**config.mk**
```make
export PLATFORM = sky130hd
export DESIGN_NAME = lru_key_value_cache
export DESIGN_NICKNAME = d
export VERILOG_FILES = /design/src/lrukv_pkg.sv /design/src/lrukv_ram.sv /design/src/lru_key_value_cache.sv
export SDC_FILE = /design/constraint.sdc
export NUM_CORES = 1
export LEC_CHECK = 0
export BUFFER_PORTS_ARGS = -buffer_cell sky130_fd_sc_hd__buf_4
export CORE_MARGIN = 10
export CORE_UTILIZATION = 50
export CTS_CLUSTER_DIAMETER = 120
export DETAILED_ROUTE_END_ITERATION = 10
export HOLD_SLACK_MARGIN = 0.02
export PLACE_DENSITY = 0.66
export SYNTH_ARGS = -nofsm -noshare
export SYNTH_HDL_FRONTEND = slang
export SYNTH_SLANG_ARGS = --single-unit
```
**constraint.sdc**
```tcl
create_clock -name aclk -period 4.8 [get_ports aclk]
set_input_delay 0.96 -clock aclk [delete_from_list [all_inputs] [get_ports aclk]]
set_output_delay 0.96 -clock aclk [all_outputs]
set_load 0.005 [all_outputs]
```
**src/lrukv_pkg.sv**
```systemverilog
// Shared types and constants for the LRU key-value cache.
// No dependencies; imported by the cache top level and its checker.
`default_nettype none

package lrukv_pkg;

    localparam int ENTRIES_DEF   = 16;
    localparam int KEY_BITS_DEF  = 16;
    localparam int DATA_BITS_DEF = 32;

    // Capacity register.
    localparam int                  CAP_BITS  = 5;
    localparam logic [CAP_BITS-1:0] CAP_RESET = 5'd16;

    // Request kinds carried in s_tuser.
    typedef enum logic {
        MODE_LOOKUP = 1'b0,
        MODE_WRITE  = 1'b1
    } mode_t;

    // Bit positions of the result flags in m_tuser.
    localparam int TUSER_HIT   = 0;
    localparam int TUSER_EVICT = 1;
    localparam int M_TUSER_W   = 2;

endpackage

`default_nettype wire

```
**src/lrukv_ram.sv**
```systemverilog
// Simple dual-port synchronous RAM: one write port, one registered read port.
// Standalone; used by lru_key_value_cache for key/rank and value storage.
`default_nettype none

module lrukv_ram #(
    parameter int WIDTH = 8,
    parameter int DEPTH = 16,
    localparam int AW   = $clog2(DEPTH)
) (
    input  wire logic             aclk,
    input  wire logic             we,
    input  wire logic [AW-1:0]    waddr,
    input  wire logic [WIDTH-1:0] wdata,
    input  wire logic [AW-1:0]    raddr,
    output logic      [WIDTH-1:0] rdata
);

    logic [WIDTH-1:0] mem [DEPTH];

    always_ff @(posedge aclk) begin
        if (we) begin
            mem[waddr] <= wdata;
        end
    end

    // A read of the address being written returns the old contents.
    always_ff @(posedge aclk) begin
        rdata <= mem[raddr];
    end

endmodule

`default_nettype wire

```
**src/lru_key_value_cache.sv**
```systemverilog
// Top level of the fully associative key-value cache with LRU replacement.
// Depends on lrukv_pkg and lrukv_ram.
`default_nettype none

// Usage:
// One request word enters on the s_ channel: s_tuser is the request kind
// (lookup or write) and s_tdata holds the key and the value to store. Each
// request gives exactly one result word on the m_ channel: m_tuser holds the
// hit and evicted flags, m_tdata the value read and the evicted key.
// The cap_reg register is written through cfg_valid/cfg_data, by the user only
// while the block is idle (not enforced by the block); cfg_ready is always high.
// Operation: a request scans every stored key and rank in the key/rank RAM, one
// entry a cycle, and then decides in ST_DECIDE. A lookup miss then loads its
// result. Any other request makes a second read-modify-write pass over the
// same RAM to age the recency ranks before its result is loaded. One request
// is in work at a time; the next is accepted in the cycle after the previous
// result is loaded into the output register, even while it waits for m_tready.
// Reset clears all valid marks, the occupancy count and the output valid flag,
// and sets the capacity to 16; no clearing pass is needed. If the receiver
// stalls, the result holds and a finished request waits for the output
// register before the block goes idle again.

module lru_key_value_cache
    import lrukv_pkg::*;
#(
    parameter int ENTRIES    = ENTRIES_DEF,
    parameter int KEY_BITS   = KEY_BITS_DEF,
    parameter int DATA_BITS  = DATA_BITS_DEF,
    localparam int S_TDATA_W = ((KEY_BITS + DATA_BITS + 7) / 8) * 8,
    localparam int M_TDATA_W = ((DATA_BITS + KEY_BITS + 7) / 8) * 8
) (
    input  wire logic                  aclk,
    input  wire logic                  aresetn,
    // Request channel.
    input  wire logic                  s_tvalid,
    output logic                       s_tready,
    input  wire logic [S_TDATA_W-1:0]  s_tdata,  // key, write_value, zero pad
    input  wire logic                  s_tuser,  // mode
    // Result channel.
    output logic                       m_tvalid,
    input  wire logic                  m_tready,
    output logic      [M_TDATA_W-1:0]  m_tdata,  // read_value, evicted_key, zero pad
    output logic      [M_TUSER_W-1:0]  m_tuser,  // hit, evicted
    // Capacity register write channel.
    input  wire logic                  cfg_valid,
    output logic                       cfg_ready,
    input  wire logic [CAP_BITS-1:0]   cfg_data
);

    localparam int IW   = $clog2(ENTRIES);
    localparam int RB   = IW;
    localparam int OW   = $clog2(ENTRIES + 1);
    localparam int CNTW = IW + 1;
    localparam int KRW  = KEY_BITS + RB;
    localparam logic [CNTW-1:0] CNT_END = CNTW'(ENTRIES);

    typedef enum logic [2:0] {
        ST_IDLE,
        ST_SCAN,
        ST_DECIDE,
        ST_UPDATE,
        ST_DONE
    } state_t;

    state_t                state_reg;
    mode_t                 req_mode_reg;
    logic [KEY_BITS-1:0]   req_key_reg;
    logic [DATA_BITS-1:0]  req_val_reg;

    logic [CNTW-1:0]       cnt_reg;
    logic                  pipe_vld_reg;
    logic [IW-1:0]         pipe_idx_reg;

    logic                  found_reg;
    logic [IW-1:0]         found_idx_reg;
    logic [RB-1:0]         found_rank_reg;
    logic                  lru_ok_reg;
    logic [IW-1:0]         lru_idx_reg;
    logic [RB-1:0]         lru_rank_reg;
    logic [KEY_BITS-1:0]   lru_key_reg;
    logic                  free_ok_reg;
    logic [IW-1:0]         free_idx_reg;

    logic                  upd_ins_reg;
    logic [IW-1:0]         tgt_idx_reg;
    logic [RB-1:0]         thr_rank_reg;

    logic [ENTRIES-1:0]    valid_reg;
    logic [ENTRIES-1:0]    valid_next;
    logic [OW-1:0]         occ_reg;
    logic [CAP_BITS-1:0]   cap_reg;

    logic                  res_hit_reg;
    logic                  res_evict_reg;
    logic [KEY_BITS-1:0]   res_evkey_reg;

    logic                  m_valid_reg;
    logic                  m_hit_reg;
    logic                  m_evict_reg;
    logic [DATA_BITS-1:0]  m_rval_reg;
    logic [KEY_BITS-1:0]   m_evkey_reg;

    // RAM ports.
    logic                  kr_we;
    logic [IW-1:0]         kr_raddr;
    logic [KRW-1:0]        kr_wdata;
    logic [KRW-1:0]        kr_rdata;
    logic [KEY_BITS-1:0]   kr_key;
    logic [RB-1:0]         kr_rank;
    logic                  d_we;
    logic [IW-1:0]         d_waddr;
    logic [DATA_BITS-1:0]  d_rdata;

    // Entry update and replacement decisions.
    logic                  is_tgt;
    logic                  bump;
    logic                  evict_need;
    logic                  do_evict;
    logic                  ins_ok;
    logic [IW-1:0]         slot_idx;
    logic                  pipe_entry_valid;

    assign kr_key           = kr_rdata[KRW-1:RB];
    assign kr_rank          = kr_rdata[RB-1:0];
    assign kr_raddr         = cnt_reg[IW-1:0];
    assign pipe_entry_valid = valid_reg[pipe_idx_reg];

    // Clamped capacity test: occupancy >= max(1, min(cap, ENTRIES)).
    assign evict_need = (occ_reg != '0) &&
                        ((32'(occ_reg) >= 32'(cap_reg)) || (occ_reg == OW'(ENTRIES)));
    assign do_evict   = !found_reg && (req_mode_reg == MODE_WRITE) && evict_need && lru_ok_reg;
    // After an eviction the lowest free slot is the lower of the first free
    // entry and the one just evicted.
    assign slot_idx   = do_evict ? ((free_ok_reg && (free_idx_reg < lru_idx_reg)) ?
                                    free_idx_reg : lru_idx_reg)
                                 : free_idx_reg;
    assign ins_ok     = !found_reg && (req_mode_reg == MODE_WRITE) && (do_evict || free_ok_reg);

    // Valid marks after an insert; the new slot wins when it is the evicted one.
    always_comb begin
        valid_next = valid_reg;
        if (do_evict) begin
            valid_next[lru_idx_reg] = 1'b0;
        end
        valid_next[slot_idx] = 1'b1;
    end

    assign is_tgt = (pipe_idx_reg == tgt_idx_reg);
    assign bump   = pipe_entry_valid && (upd_ins_reg || (kr_rank < thr_rank_reg));
    assign kr_we  = (state_reg == ST_UPDATE) && pipe_vld_reg && (is_tgt || bump);
    assign kr_wdata = is_tgt ? {req_key_reg, RB'(0)} : {kr_key, kr_rank + RB'(1)};

    assign d_we    = (state_reg == ST_DECIDE) && (req_mode_reg == MODE_WRITE) &&
                     (found_reg || ins_ok);
    assign d_waddr = found_reg ? found_idx_reg : slot_idx;

    // Key and recency rank of every entry.
    lrukv_ram #(
        .WIDTH (KRW),
        .DEPTH (ENTRIES)
    ) u_key_rank_ram (
        .aclk  (aclk),
        .we    (kr_we),
        .waddr (pipe_idx_reg),
        .wdata (kr_wdata),
        .raddr (kr_raddr),
        .rdata (kr_rdata)
    );

    // Stored values; the read port follows the matched entry.
    lrukv_ram #(
        .WIDTH (DATA_BITS),
        .DEPTH (ENTRIES)
    ) u_data_ram (
        .aclk  (aclk),
        .we    (d_we),
        .waddr (d_waddr),
        .wdata (req_val_reg),
        .raddr (found_idx_reg),
        .rdata (d_rdata)
    );

    assign s_tready  = (state_reg == ST_IDLE);
    assign cfg_ready = 1'b1;
    assign m_tvalid  = m_valid_reg;
    assign m_tdata   = M_TDATA_W'({m_evkey_reg, m_rval_reg});

    always_comb begin
        m_tuser              = '0;
        m_tuser[TUSER_HIT]   = m_hit_reg;
        m_tuser[TUSER_EVICT] = m_evict_reg;
    end

    always_ff @(posedge aclk) begin
        if (!aresetn) begin
            state_reg    <= ST_IDLE;
            valid_reg    <= '0;
            occ_reg      <= '0;
            cap_reg      <= CAP_RESET;
            m_valid_reg  <= 1'b0;
            pipe_vld_reg <= 1'b0;
        end else begin
            if (cfg_valid) begin
                cap_reg <= cfg_data;
            end
            if (m_valid_reg && m_tready && (state_reg != ST_DONE)) begin
                m_valid_reg <= 1'b0;
            end

            case (state_reg)
                ST_IDLE: begin
                    if (s_tvalid) begin
                        req_mode_reg <= mode_t'(s_tuser);
                        req_key_reg  <= s_tdata[KEY_BITS-1:0];
                        req_val_reg  <= s_tdata[KEY_BITS +: DATA_BITS];
                        cnt_reg      <= '0;
                        pipe_vld_reg <= 1'b0;
                        found_reg    <= 1'b0;
                        lru_ok_reg   <= 1'b0;
                        free_ok_reg  <= 1'b0;
                        state_reg    <= ST_SCAN;
                    end
                end

                ST_SCAN: begin
                    pipe_vld_reg <= (cnt_reg < CNT_END);
                    pipe_idx_reg <= cnt_reg[IW-1:0];
                    if (cnt_reg < CNT_END) begin
                        cnt_reg <= cnt_reg + CNTW'(1);
                    end
                    if (pipe_vld_reg) begin
                        if (pipe_entry_valid && (kr_key == req_key_reg) && !found_reg) begin
                            found_reg      <= 1'b1;
                            found_idx_reg  <= pipe_idx_reg;
                            found_rank_reg <= kr_rank;
                        end
                        if (pipe_entry_valid && (!lru_ok_reg || (kr_rank > lru_rank_reg))) begin
                            lru_ok_reg   <= 1'b1;
                            lru_idx_reg  <= pipe_idx_reg;
                            lru_rank_reg <= kr_rank;
                            lru_key_reg  <= kr_key;
                        end
                        if (!pipe_entry_valid && !free_ok_reg) begin
                            free_ok_reg  <= 1'b1;
                            free_idx_reg <= pipe_idx_reg;
                        end
                    end
                    if ((cnt_reg == CNT_END) && !pipe_vld_reg) begin
                        state_reg <= ST_DECIDE;
                    end
                end

                ST_DECIDE: begin
                    res_hit_reg   <= found_reg;
                    res_evict_reg <= do_evict;
                    res_evkey_reg <= do_evict ? lru_key_reg : '0;
                    cnt_reg       <= '0;
                    pipe_vld_reg  <= 1'b0;
                    if (found_reg) begin
                        // Promote: entries more recent than the hit age by one.
                        upd_ins_reg  <= 1'b0;
                        tgt_idx_reg  <= found_idx_reg;
                        thr_rank_reg <= found_rank_reg;
                        state_reg    <= ST_UPDATE;
                    end else if (ins_ok) begin
                        if (!do_evict) begin
                            occ_reg <= occ_reg + OW'(1);
                        end
                        valid_reg <= valid_next;
                        // Insert: every other valid entry ages by one.
                        upd_ins_reg <= 1'b1;
                        tgt_idx_reg <= slot_idx;
                        state_reg   <= ST_UPDATE;
                    end else begin
                        state_reg <= ST_DONE;
                    end
                end

                ST_UPDATE: begin
                    pipe_vld_reg <= (cnt_reg < CNT_END);
                    pipe_idx_reg <= cnt_reg[IW-1:0];
                    if (cnt_reg < CNT_END) begin
                        cnt_reg <= cnt_reg + CNTW'(1);
                    end
                    if ((cnt_reg == CNT_END) && !pipe_vld_reg) begin
                        state_reg <= ST_DONE;
                    end
                end

                ST_DONE: begin
                    if (!m_valid_reg || m_tready) begin
                        m_valid_reg <= 1'b1;
                        m_hit_reg   <= res_hit_reg;
                        m_evict_reg <= res_evict_reg;
                        m_evkey_reg <= res_evkey_reg;
                        m_rval_reg  <= (res_hit_reg && (req_mode_reg == MODE_LOOKUP)) ?
                                       d_rdata : '0;
                        state_reg   <= ST_IDLE;
                    end
                end

                default: begin
                    state_reg <= ST_IDLE;
                end
            endcase
        end
    end

endmodule

`default_nettype wire

```
# == Word-level counts from Yosys, hierarchy flattened ==
# Memory sizes are Yosys's and may differ from the RTL's. A register that Yosys moved wholly into a read port is not among the register bits.
# Cells that the tools add are included.
# word_totals
regBits,205
memories,2
ramBits,832
# mem_list
name,depth,width,read_ports,rd_clocked_by_memory_dff,write_ports,line,rtl
u_data_ram.mem,16,32,1,1,1,lrukv_ram.sv:18,logic [WIDTH-1:0] mem [DEPTH];
u_key_rank_ram.mem,16,20,1,1,1,lrukv_ram.sv:18,
# op_classes
order_cmp,10
n_addsub,3
bitwise_logic,6
mux,42
reduce_logical,57
n_eq_ne,18
# ops
op,n
4-bit AND reduction,6
1-bit logical AND,21
20-bit 2-to-1 mux,1
4-bit 2-to-1 mux,5
1-bit 2-to-1 mux,18
3-bit 2-to-1 mux,6
16-bit AND,1
16-bit == test,1
16-bit 2-to-1 mux,1
16-bit inverter,1
16-bit OR,1
"4-bit by 5-bit < comparator with 1-bit output, second input constant",3
3-bit one-hot mux with 5 select lines,1
5-bit one-hot mux with 3 select lines,1
3-bit AND reduction,5
5-bit AND reduction,3
"2-bit != test, second input constant",7
"5-bit by 1-bit adder with 5-bit output, second input constant",2
"5-bit == test, second input constant",2
5-bit 2-to-1 mux,2
1-bit demux with 4-bit select,2
"4-bit by 1-bit greater-or-equal comparator with 1-bit output, second input constant",2
4-bit < comparator,2
1-bit logical OR,7
other kinds (21),35

# == Longest topological paths before layout ==
# Gate-level depths: netlist of run 1.
# logic_depth
ltp_word,11
depth_mapped,11
ltp_nobuf,10

# == Cells and area by module ==
# From an unflattened synthesis of run 1, not the netlist that was laid out.
# hier_totals
hier_cells,1963
area_unflattened_um2,40860.4
# modules_own_cells
mod,seq_area_each_um2,instances,cells_each,area_per_inst_um2
lrukv_ram at u_data_ram,16015.4,1,838,19835.3
lrukv_ram at u_key_rank_ram,10009.6,1,533,12530.8
lru_key_value_cache,5845.6,1,592,8494.4

# == Worst setup path before layout of run 1 ==
# No wires, ideal clock.
# synth_path
kind,register to register
from,register pipe_idx_reg[3]
to,"memory u_key_rank_ram.mem[5][0] (netlist name), enable pin"
period_less_slack_ns,4.312
path_slack_ns,0.488
stages_incl_launch_ff,9
setup_time_ns,0.448
arrival_time_ns,3.864
required_ns,4.352
path_cell_list,edfxtp_1 > clkbuf_1 > clkinv_1 > mux4_2 > o21ai_0 > and2_1 > buf_2 > buf_4 > nor4_1
# synth_via
elab_chain_cells,7
word_cells_on_any_way,8
cone_classes,eq/ne (1); mux (4); reduce/logical (3)
# synth_lines
item,line,rtl
"start, declared",lru_key_value_cache.sv:72,logic [IW-1:0] pipe_idx_reg;
"start signal, assigned",lru_key_value_cache.sv:227,pipe_idx_reg <= cnt_reg[IW-1:0];
"start signal, assigned",lru_key_value_cache.sv:281,pipe_idx_reg <= cnt_reg[IW-1:0];
1-bit binary-select mux with 4-bit select,lru_key_value_cache.sv:126,assign pipe_entry_valid = valid_reg[pipe_idx_reg];
1-bit 2-to-1 mux (not written as such),lru_key_value_cache.sv:126,
1-bit logical AND,lru_key_value_cache.sv:149,assign bump = pipe_entry_valid && (upd_ins_reg || (kr_rank < thr_rank_reg));
1-bit logical OR,lru_key_value_cache.sv:150,assign kr_we = (state_reg == ST_UPDATE) && pipe_vld_reg && (is_tgt || bump);
1-bit logical AND,lru_key_value_cache.sv:150,
1-bit 2-to-1 mux,lrukv_ram.sv:21,if (we) begin
1-bit 2-to-1 mux (not written as such),lrukv_ram.sv:22,mem[waddr] <= wdata;
"end, declared",lrukv_ram.sv:18,
# Several ways; a longest one is shown, not always the timed one. The select of a mux whose other input is x is not followed.

# == Worst setup path after layout of run 1 ==
# layout_path
from,register occ_reg[0]
to,"memory u_data_ram.mem[10][20] (netlist name), enable pin"
# layout_via
word_cells_on_any_way,15
cone_classes,order compare (1); eq/ne (1); mux (4); reduce/logical (9)
# layout_rtl
item,line,rtl
"start, declared",lru_key_value_cache.sv:90,logic [OW-1:0] occ_reg;
"start signal, assigned",lru_key_value_cache.sv:267,occ_reg <= occ_reg + OW'(1);
5-bit greater-or-equal comparator or 5-bit == test (tied branches),lru_key_value_cache.sv:130,((32'(occ_reg) >= 32'(cap_reg)) || (occ_reg == OW'(ENTRIES)));
1-bit logical OR,lru_key_value_cache.sv:130,
1-bit logical AND (*),lru_key_value_cache.sv:129,assign evict_need = (occ_reg != '0) &&
1-bit logical AND (*) (2 in series),lru_key_value_cache.sv:131,assign do_evict = !found_reg && (req_mode_reg == MODE_WRITE) && evict_need && lru_ok_reg;
4-bit 2-to-1 mux (*),lru_key_value_cache.sv:134,assign slot_idx = do_evict ? ((free_ok_reg && (free_idx_reg < lru_idx_reg)) ?
4-bit 2-to-1 mux (*),lru_key_value_cache.sv:155,assign d_waddr = found_reg ? found_idx_reg : slot_idx;
net d_waddr[3],lru_key_value_cache.sv:111,logic [IW-1:0] d_waddr;
"end, declared",lrukv_ram.sv:18,
# The timed path passes the listed nets; every way through them passes the cells marked *.

==> results of run 1 <==
## synth_stat cells (4+ instances only)
cell type / number / area [sq um]
edfxtp_1: 1006 / 30200
mux4_2: 265 / 5970
dfxtp_1: 83 / 1660
clkbuf_1: 54 / 203
nor2_1: 50 / 188
and2_1: 43 / 269
inv_1: 24 / 90.1
o21ai_0: 24 / 120
xnor2_1: 23 / 201
and3_1: 21 / 131
nand2_1: 21 / 78.8
ha_1: 20 / 250
o211ai_1: 18 / 135
nor4_1: 17 / 106
buf_1: 16 / 60.1
buf_2: 16 / 80.1
mux2_2: 16 / 180
nand3_1: 14 / 70.1
nand4_1: 11 / 68.8
a21oi_1: 9 / 45.0
o31ai_1: 9 / 67.6
nor2b_1: 8 / 50.1
a31oi_1: 7 / 43.8
mux2i_1: 7 / 70.1
nand2b_1: 7 / 43.8
xor2_1: 6 / 52.6
o311ai_0: 5 / 43.8
buf_4: 4 / 30.0
nor3_1: 4 / 20.0
## per-stage QoR
step           hold slack [ns]  worst slack [ns]  area, sq um  cells  utilization (%)
2_1_floorplan            0.400             0.488        40900   1846                -
3_3_place_gp             0.401              1.00        43300   2974             53.6
3_5_place_dp             0.408             0.795        43300   2974             53.6
4_1_cts                  0.400             0.799        46900   3179             58.0
5_1_grt                  0.415             0.569        46900   3179             58.0
6_report                 0.405             0.787        46900   3179             58.0
## where the power goes
part | total (mW) | switching, mW | internal, mW
Clock | 8.15 | 3.46 | 4.69
Combinational | 0.967 | 0.579 | 0.388
Sequential | 10.9 | 0.199 | 10.7
Total | 20.1 | 4.24 | 15.8
## cells by family after synthesis
logic type      share of synthesized area [%]
mux                                      15.2
simple gates                             2.80
xor+xnor                                0.622
other cells                           0.00918
buf+inv                                  1.18
flops                                    78.0
fa+ha+maj                               0.613
compound gates                           1.55
## worst max-delay path: cells and delay by family (launching register included)
family	cells	cell delay (ns)
AO/OA/AOI/OAI	2	0.93
adder cells (fa/ha/maj)	1	0.19
buffers and inverters	2	0.39
AND/OR/NAND/NOR	5	1.81
flip-flops	1	0.38
## layer usage
layer  up-vias  track usage (%)  wire length, um
li1       8026                -                -
met4         2             4.39             1490
met2       527             29.1            40800
met1      9680             23.5            33800
met3       104             3.27             4520
met5         -                0               13
## path summary, 6_finish.rpt
path	cells past startpoint	endpoint	slack (ns)	startpoint
hold reg to reg	0	thr_rank_reg[1]	0.40	found_rank_reg[1]
hold / removal	0	thr_rank_reg[1]	0.40	found_rank_reg[1]
setup reg to reg	10	u_data_ram.mem[10][20]	0.79	occ_reg[0]
setup / recovery	10	u_data_ram.mem[10][20]	0.79	occ_reg[0]
## final cells by class
type                       instances  area share (%)
multi-input combinational        640            18.7
tap                             1060            2.83
clock buffer                     150            6.36
timing repair buffer             159            2.79
sequential                      1089            68.0
clock inverter                    55            1.15
inverter                          26           0.208
==> impl_metrics.json, run 1 <==
{
  "startpoint_type": "flop",
  "netlist_instances": 1846,
  "rows": 104,
  "clk_pin_slew_ns": 0.06,
  "worstSetupPathType": "reg -> reg",
  "globalplace.congestion": 0.854,
  "wl_per_cell_um": 25.3,
  "routed_via_density": 5.77,
  "die_y_um": 306,
  "reg_top3": "u_data_ram.mem (512), u_key_rank_ram.mem (320)",
  "synth.distinct_cells": 52,
  "design.core.area_sq_um": 80800,
  "initial_core_util_pct": 50.6,
  "finalSetupViolations": 0,
  "fin_skew_ns": 0.0431,
  "multi_input_area_sq_um": 8740,
  "async_flop_share_pct": 0,
  "critPathMaxFanout": 21,
  "avgSynthCellArea_sq_um": 22.1,
  "layout-drive-gt1-share_pct": 30.3,
  "cp_slowest_stage_delay_ns": 0.65,
  "wirelength_um": 80600,
  "mostFrequentLayoutCells": "edfxtp_1 (1,006), mux4_2 (265), buf_4 (150), clkbuf_16 (108), dfxtp_1 (83)",
  "ys_seq_area_share_pct": 78.0,
  "ant_nets": 0,
  "htreeDepth": 3,
  "synth_edf_count": 1006,
  "nFillCells": 5712,
  "slew_headroom_pct": 30.0,
  "crit_required_ns": 5.16,
  "gr-usage-all-layers_pct": 17.4,
  "syn_to_final_growth_pct": 14.7,
  "drc": 0,
  "grt_pass1_vias": 19500,
  "num_vias": 18300,
  "antenna_found_initial": 1,
  "vdd_drop_max_mv": 0.379,
  "p_per_area_nw_per_um2": 428,
  "syn-num-nets": 1925,
  "ys_warn_count": 0,
  "synth_top_flop_cell": "edfxtp_1",
  "max_freq_ghz": 0.249,
  "antennaDiodeCount": 0,
  "power.total_mw": 20.1,
  "clock-sinks": 1089,
  "cts_made_buffers": 108,
  "ctsHoldBuffers": 0,
  "cts.path.max_buffers": 3,
  "endpoint_kind": "flop",
  "cts_resized": 0,
  "grt_pass1_wl_um": 124000,
  "yosys_register_bits": 1089,
  "drt_pass1_iterations": 5,
  "port_buffers": 110,
  "fin_crit_ns": 4.01,
  "rsz0062_at_grt": "false",
  "insertion_delay_ns": 0.68,
  "worstMarginPinSlew_ns": 1.05,
  "top_register": "u_data_ram.mem",
  "worstPathArrival_ns": 4.37,
  "cp_slowest_cell": "nor2_4",
  "synth_area_sq_um": 40900,
  "die_area_sq_um": 93500,
  "fp.dieW_um": 306,
  "nNetsFinal": 2103,
  "finalCritPeriodShare_pct": 83.6,
  "largest_reg_flops": 512,
  "root_buffer": "clkbuf_16",
  "dp_hpwl_um": 49600,
  "maxCapViolations": 0,
  "drv_slew": 0,
  "timing.final.hold_violations": 0,
  "drt_iter0_markers": 1457,
  "ios": 112,
  "hp-class": "reg -> reg",
  "cts_setup_buffers": 0,
  "p_leak_nw": 15.0,
  "grt_max_degree": 129,
  "cp_cell_sequence": "inv_1 -> ha_1 -> or3b_1 -> o211a_1 -> and3_1 -> nand3_1 -> a31oi_1 -> nand3b_1 -> nor2_4 -> buf_4",
  "cts_tree": "done",
  "gr-total-overflow": 0,
  "status": "finished clean",
  "final_common_cell": "edfxtp_1",
  "tns_ns": 0,
  "regArea_sq_um": 31900
}
(Power assumes the default switching activity.)
==> inputs of run 2 (changes only) <==
Settings changed: PLACE_DENSITY 0.66 to 0.69.
Clock period 4.8 ns to 3.3 ns, I/O delays scaled along.
==> impl_metrics.json, run 2 (synthesis gave the netlist of run 1 again) <==
{
  "use_met1_pct": 26.9,
  "rsz0062_at_grt": "false",
  "routed_via_density": 5.93,
  "layout-drive-gt1-share_pct": 31.9,
  "fin_crit_ns": 3.06,
  "initial_core_util_pct": 50.6,
  "nFillCells": 5594,
  "rr_worst_depth": 10,
  "crit_required_ns": 3.65,
  "grt_pass1_wl_um": 129000,
  "design_area_sq_um": 47600,
  "gr-usage-all-layers_pct": 18.1,
  "rows": 104,
  "cp_cell_sequence": "inv_1 -> ha_1 -> nand2b_1 -> a2111o_1 -> and3_1 -> nand3_1 -> a31oi_1 -> or3b_4 -> nor2_4 -> buf_12",
  "htreeDepth": 3,
  "drc": 0,
  "tns_ns": 0,
  "drt_pass1_iterations": 5,
  "drt_iter0_markers": 1733,
  "num_vias": 19000,
  "design.core.area_sq_um": 80800,
  "worstPathArrival_ns": 3.41,
  "vdd_drop_max_mv": 0.522,
  "globalplace.congestion": 0.788,
  "max_freq_ghz": 0.327,
  "fin_skew_ns": 0.0322,
  "slew_headroom_pct": 31.0,
  "port_buffers": 110,
  "cts.path.max_buffers": 3,
  "ant_nets": 0,
  "top_register": "u_data_ram.mem",
  "ios": 112,
  "cts_tree": "done",
  "antennaDiodeCount": 0,
  "postPlaceCellArea_sq_um": 44000,
  "cts_made_buffers": 106,
  "cts_setup_buffers": 0,
  "antenna_found_initial": 5,
  "finalSetupViolations": 0,
  "nNetsFinal": 2136,
  "gr-max-usage-layer": "met2",
  "cts_resized": 0,
  "status": "finished clean",
  "worstSetupPathType": "reg -> reg",
  "reg_top3": "u_data_ram.mem (512), u_key_rank_ram.mem (320)",
  "p_leak_nw": 15.4,
  "hold_path_depth": 1,
  "hp-class": "in -> reg",
  "multi_input_area_sq_um": 8880,
  "root_buffer": "clkbuf_16",
  "worstMarginPinSlew_ns": 1.03,
  "endpoint_kind": "flop",
  "critPathMaxFanout": 32,
  "grt_max_degree": 76,
  "clk_pin_slew_ns": 0.06,
  "gr-total-overflow": 0,
  "p_per_area_nw_per_um2": 623,
  "cp_slowest_cell": "or3b_4",
  "use_met2_pct": 28.3,
  "syn_to_final_growth_pct": 16.5,
  "wirelength_um": 84800,
  "mostFrequentLayoutCells": "edfxtp_1 (1,006), mux4_2 (265), buf_4 (166), clkbuf_16 (108), dfxtp_1 (83)",
  "finalCritPeriodShare_pct": 92.8,
  "clock-sinks": 1089,
  "met3_usage_pct": 2.77,
  "timing.final.hold_violations": 0,
  "insertion_delay_ns": 0.68,
  "path_depth": 10,
  "maxCapViolations": 0,
  "die_area_sq_um": 93500,
  "startpoint_type": "flop",
  "drv_slew": 0,
  "critPathTopFamily": "simple AND/OR/NAND/NOR gates",
  "path_buf_inv": 2,
  "final_common_cell": "edfxtp_1",
  "die_y_um": 306,
  "wl_per_cell_um": 26.4,
  "dp_hpwl_um": 53900,
  "fp.dieW_um": 306,
  "cp_slowest_stage_delay_ns": 0.49,
  "largest_reg_flops": 512,
  "regArea_sq_um": 31900,
  "ctsHoldBuffers": 0,
  "grt_pass1_vias": 19600
}
## run 2: changes by cell type in the layout (fill, tap and decap cells not counted), moves of 3 or more
cell and delta:
buf_12 +19, buf_4 +16, bufinv_16 +4, clkbuf_1 -7
clkinv_1 -7, clkinv_4 +3, nor4_2 -16, nor4_4 +16
## run 2: power by group
group          switching, mW  internal [mW]
Combinational          0.937          0.611
Sequential             0.275           15.6
Clock                   5.07           7.12
Total                   6.28           23.4
## run 2: through the flow
stage / instances / hold WS [ns] / util, % / power (mW) / setup WS, ns
floorplan: 1846 / 0.400 / - / 17.0 / -0.529
global placement: 3009 / 0.403 / 54.4 / 17.7 / 0.299
detailed placement: 3009 / 0.405 / 54.4 / 17.8 / 0.247
CTS: 3208 / 0.120 / 58.9 / 29.9 / 0.252
global route: 3208 / 0.132 / 58.9 / 30.6 / 0.0829
finish: 3208 / 0.158 / 58.9 / 29.6 / 0.238
## run 2: per-layer routing
metal,routed length [um],share of wire [%]
met1,37000,44
met5,0,0
met2,40500,48
met3,5630,6.6
met4,1650,1.9
## run 2: cell type report
cell class,instances,area share [%]
flip-flops and latches,1089,67.0
multi-input cells,640,18.7
clock buffers,144,6.24
repair buffers,194,3.80
well taps,1060,2.79
clock inverters,55,1.33
inverters,26,0.216
## run 2: worst paths after layout
| path | start | slack, ns | endpoint |
|---|---|---|---|
| hold reg to reg | found_rank_reg[1] | 0.41 | thr_rank_reg[1] |
| setup reg to reg | lru_idx_reg[3] | 0.24 | u_data_ram.mem[0][22] |
| hold / removal | s_tdata[2] | 0.16 | req_key_reg[2] |
| setup / recovery | lru_idx_reg[3] | 0.24 | u_data_ram.mem[0][22] |
